==> config.mk <==
export PLATFORM = sky130hd
export DESIGN_NAME = eol_ram
export DESIGN_NICKNAME = d
export VERILOG_FILES = /design/src/rtl/eol_ram.sv
export SDC_FILE = /design/constraint.sdc
export NUM_CORES = 2
export LEC_CHECK = 0
export BUFFER_PORTS_ARGS = -buffer_cell sky130_fd_sc_hd__buf_2
export CORE_MARGIN = 4
export CORE_UTILIZATION = 45
export CTS_BUF_LIST = sky130_fd_sc_hd__clkbuf_8
export DETAILED_ROUTE_END_ITERATION = 10
export PLACE_DENSITY = 0.67
export SETUP_SLACK_MARGIN = 0.1
export SYNTH_ARGS = -nofsm -noshare
export SYNTH_HDL_FRONTEND = slang
export SYNTH_SLANG_ARGS = --single-unit
==> constraint.sdc <==
create_clock -name clk -period 6 [get_ports clk]
set_clock_uncertainty 0.2 [all_clocks]
set_input_delay 1.8 -clock clk [delete_from_list [all_inputs] [get_ports clk]]
set_output_delay 1.8 -clock clk [all_outputs]
set_load 0.02 [all_outputs]
==> src/rtl/eol_ram.sv <==
// ----------------------------------------------------------------------------
// eol_ram - generic single write, single read RAM
// one write port, one read port with registered read data
// ----------------------------------------------------------------------------
module eol_ram #(
  parameter int WIDTH = 48,
  parameter int DEPTH = 64
) (
  input  logic                     clk,
  input  logic                     we,
  input  logic [$clog2(DEPTH)-1:0] waddr,
  input  logic [WIDTH-1:0]         wdata,
  input  logic [$clog2(DEPTH)-1:0] raddr,
  output logic [WIDTH-1:0]         rdata
);

  logic [WIDTH-1:0] mem_r [DEPTH];
  logic [WIDTH-1:0] rdata_r;

  always_ff @(posedge clk) begin
    if (we) begin
      mem_r[waddr] <= wdata;
    end
    rdata_r <= mem_r[raddr];
  end

  assign rdata = rdata_r;

endmodule

==> impl_results.md <==
* Period minus WS final at roughly 4.0 ns
* Die height at between 500 and 600 µm
* CP Launch Type: primary input
* Seq/Total Area, Yosys at between 70% and 80%
* WHS Path Cells at 4
* Fraction of the mapped netlist area in adder cells at 0%
* Final Cycle Share at between 60 and 70%
* Multiplexer area fraction after synthesis at roughly 15%
* Setup slack after layout at roughly 2 ns
* Placed cell area at around 120000 µm²
* YS warnings at 0
* Synth top area share at around 79%
* Initial antenna violation count at 30
* Layout Nets at around 5600
* Worst EP arrival at 4.70 ns
* CP top delay family: buffers and inverters
* Max Buffers Root-to-Sink at 4
* Cts repair resizes at 0
* FP Rows at around 190
* Mapped cell area at 117000 µm²
* Synth-to-Final Area Change at 13.1%
* CP dominant cell by count: buf_4
* Num CTS Buffers at about 470
* Clk slew on worst S/H paths at roughly 0.06 ns
* Post-DRT Antenna Nets at 0
* First-pass GRT wire length at roughly 430000 µm
* Core area at 259000 µm²
* HPWL Detailed at 170000 µm
* Post-route design area at 132000 µm²
* Initial DRC count at between 7000 and 8000
* Total wire length at around 300000 µm
* Post-synthesis simple-gate area fraction at less than 1%
* Number of port buffers at 109
* CP Capture Type: flop
* Xor/xnor share of the synthesized area at 0%
* Peak VDD IR at between 0.2 and 0.25 mV
* Syn avg cell area at 23.6 µm²
* Tot GR Track Use at 22.3%
* Root Driver: clkbuf_8
* Final hold vios at 0
* Largest family of logic cells by synthesized area: multiplexers
* CTS tree: done
* Slew Limit Headroom at roughly 11%
* Crit Path Category: primary input to flop
* Buffers & Inverters on Critical Path at 3
* Hold_buf cts at 0
* Count of pins over their slew limit at 0
* Power, Total at about 0.043 W
* Share of cells above drive strength 1 at between 30 and 40%
* Clk sinks at about 3100
* Reg2reg path depth at 4
* Met2 WL post-DR at 146000 µm
* Synth Area in Compound Gates at between 3 and 4%
* Hold Crit Class: flop to flop
* DRC violations left at 0
* Post-CTS Setup Inserts at 0
* Lkg Pwr at 41.7 nW
* Max layer used: met5
* Syn nets at between 5000 and 6000
* WL met1 at between 100000 and 150000 µm
* Yosys top cell by area: edfxtp_1
* Critical Path RT at roughly 6.7 ns
* Clock latency on the worst-skew pair at 1.04 ns
* Fill count at between 15000 and 20000
* Horiz. Die Dim at slightly above 500 µm
* Status: finished, final reports clean
* Stages on the worst setup path at 8
* Reg-to-reg setup timing slack at approximately 3.7 ns
* Ys flop type: edfxtp_1
* Cell area power density at approximately 320 nW/µm²
* Worst-path cell chain: buf_2, buf_4, nand2b_1, buf_4, o221ai_1, a21oi_1, nor2_1, a221oi_1
* Post-synth EDFFs at about 3100
* RSZ-0062 raised after global routing: false
* Top cells by count, synth: 3072 x edfxtp_1, 754 x mux4_2, 132 x nor2_1
* Die ar. at roughly 270000 µm²
* GR Overflow Total at 0
* H-tree levels at 5
* Max Fclk at ~250 MHz
* Global placement routability congestion at just under 0.8
* First-pass DRT Iterations at 5
* Crit-path slowest cell: buf_2
* Critical Path Fanout Max at 23
* Most frequent cell after synthesis: edfxtp_1
* Vias in the first global route at a little under 60000
* Vias at between 50000 and 60000
* Worst-Margin Slew at approximately 1.3 ns
* # placed instances at 8435
* Post-synth cell types at 36
* Avg WL per Cell at between 30 and 40 µm
* CP max stage delay at around 0.63 ns
* I/O pin cnt at 110
* Pre-CTS setup slack at 1.07 ns
* Final setup viols at 0
* Largest net degree at the start of global routing at 83
* Final cell count without fillers at approximately 9300
* Max Cap Viol at 0
* Metal3 WL at 30900 µm
* Largest cells by area after synthesis: edfxtp_1 79%, mux4_2 14%, dfxtp_1 0.82%
* #FFs+latches synth at ~3100
* Ys async rst share at 0%
* Initial Utilization at ~45%
* Number of vias per cell at about 6.2
* Setup TNS Final at 0 ns
* Cells after synthesis at about 5000
==> path summary, 6_finish.rpt <==
path                                         startpoint           endpoint
worst max-delay path                           raddr[4]  rdata[34]$_DFF_P_
worst min-delay path            mem_r[59][20]$_DFFE_PP_  rdata[20]$_DFF_P_
worst max register to register  mem_r[25][43]$_DFFE_PP_  rdata[43]$_DFF_P_
worst min register to register  mem_r[59][20]$_DFFE_PP_  rdata[20]$_DFF_P_
==> tightest hold or removal path, delay by kind of cell, from the launching register on <==
kind	cells	cell delay (ns)
compound gates	2	0.35
flops	1	0.32
mux	1	0.06
simple gates	1	0.06
==> power breakdown <==
part           total [W]  leakage [nW]  switching (W)  internal (W)
clock             0.0164          5.20        0.00806       0.00832
sequential        0.0242          28.0      0.0000922        0.0241
combinational    0.00212          8.48        0.00134      0.000783
==> registers in the layout (all words and copies together), names as in the netlist <==
| signal | count |
|---|---|
| mem_r | 3072 |
| rdata | 48 |
==> stage by stage <==
| step | utilization, % | hold WS (ns) |
|---|---|---|
| global route | 51.1 | 0.632 |
| CTS | 51.1 | 0.592 |
| floorplan | - | 0.510 |
| global placement | 47.7 | 0.577 |
| detailed placement | 47.7 | 0.604 |
| finish | 51.1 | 0.590 |
==> cell usage in the layout (no fill, tap or decap), types with 3 or more instances in the layout <==
cell,n
nand2b_1,8
clkinv_2,40
a21oi_1,74
nor2_1,68
mux4_2,754
nand3b_1,5
nor2b_1,20
or3b_2,4
nand2_1,53
or3_1,3
a22oi_1,72
a31o_2,5
clkinvlp_4,6
a22o_1,57
a221oi_1,83
inv_12,3
clkinv_1,98
bufinv_16,12
mux2_2,12
buf_4,175
dfxtp_1,48
clkbuf_8,509
a211oi_1,32
edfxtp_1,3072
or2_2,3
buf_12,62
nand3_1,7
nor2b_4,3
inv_8,3
diode_2,15
inv_6,4
mux2i_1,63
buf_2,106
o221ai_1,28
clkinv_8,3
nor2_4,64
o22ai_1,122
inv_1,182
a311oi_1,11
==> routing by layer <==
metal	track usage, %	vias up
li1	-	22700
met1	31.7	30800
met4	6.33	12
met5	0	-
met3	4.58	536
met2	35.4	3283
==> final cells by class <==
| class | instances | area (µm²) | area share, % |
|---|---|---|---|
| antenna | 15 | 37.5 | 0.0283 |
| sequential | 3120 | 93200 | 70.4 |
| tap | 3402 | 4260 | 3.21 |
| timing repair buffer | 345 | 3120 | 2.35 |
| clock buffer | 509 | 7010 | 5.29 |
| clock inverter | 353 | 1840 | 1.39 |
| multi-input combinational | 1568 | 23000 | 17.3 |
==> logic make-up (layout without fill, tap and decap cells) <==
| logic type | Yosys count | after routing |
|---|---|---|
| flip-flops | 3120 | 3120 |
| other | 0 | 15 |
| multiplexers | 829 | 829 |
| buffers and inverters | 282 | 1207 |
| AO/OA/AOI/OAI | 486 | 486 |
| AND/OR/NAND/NOR | 253 | 253 |
No activity file was read; power rests on OpenSTA's default activity.
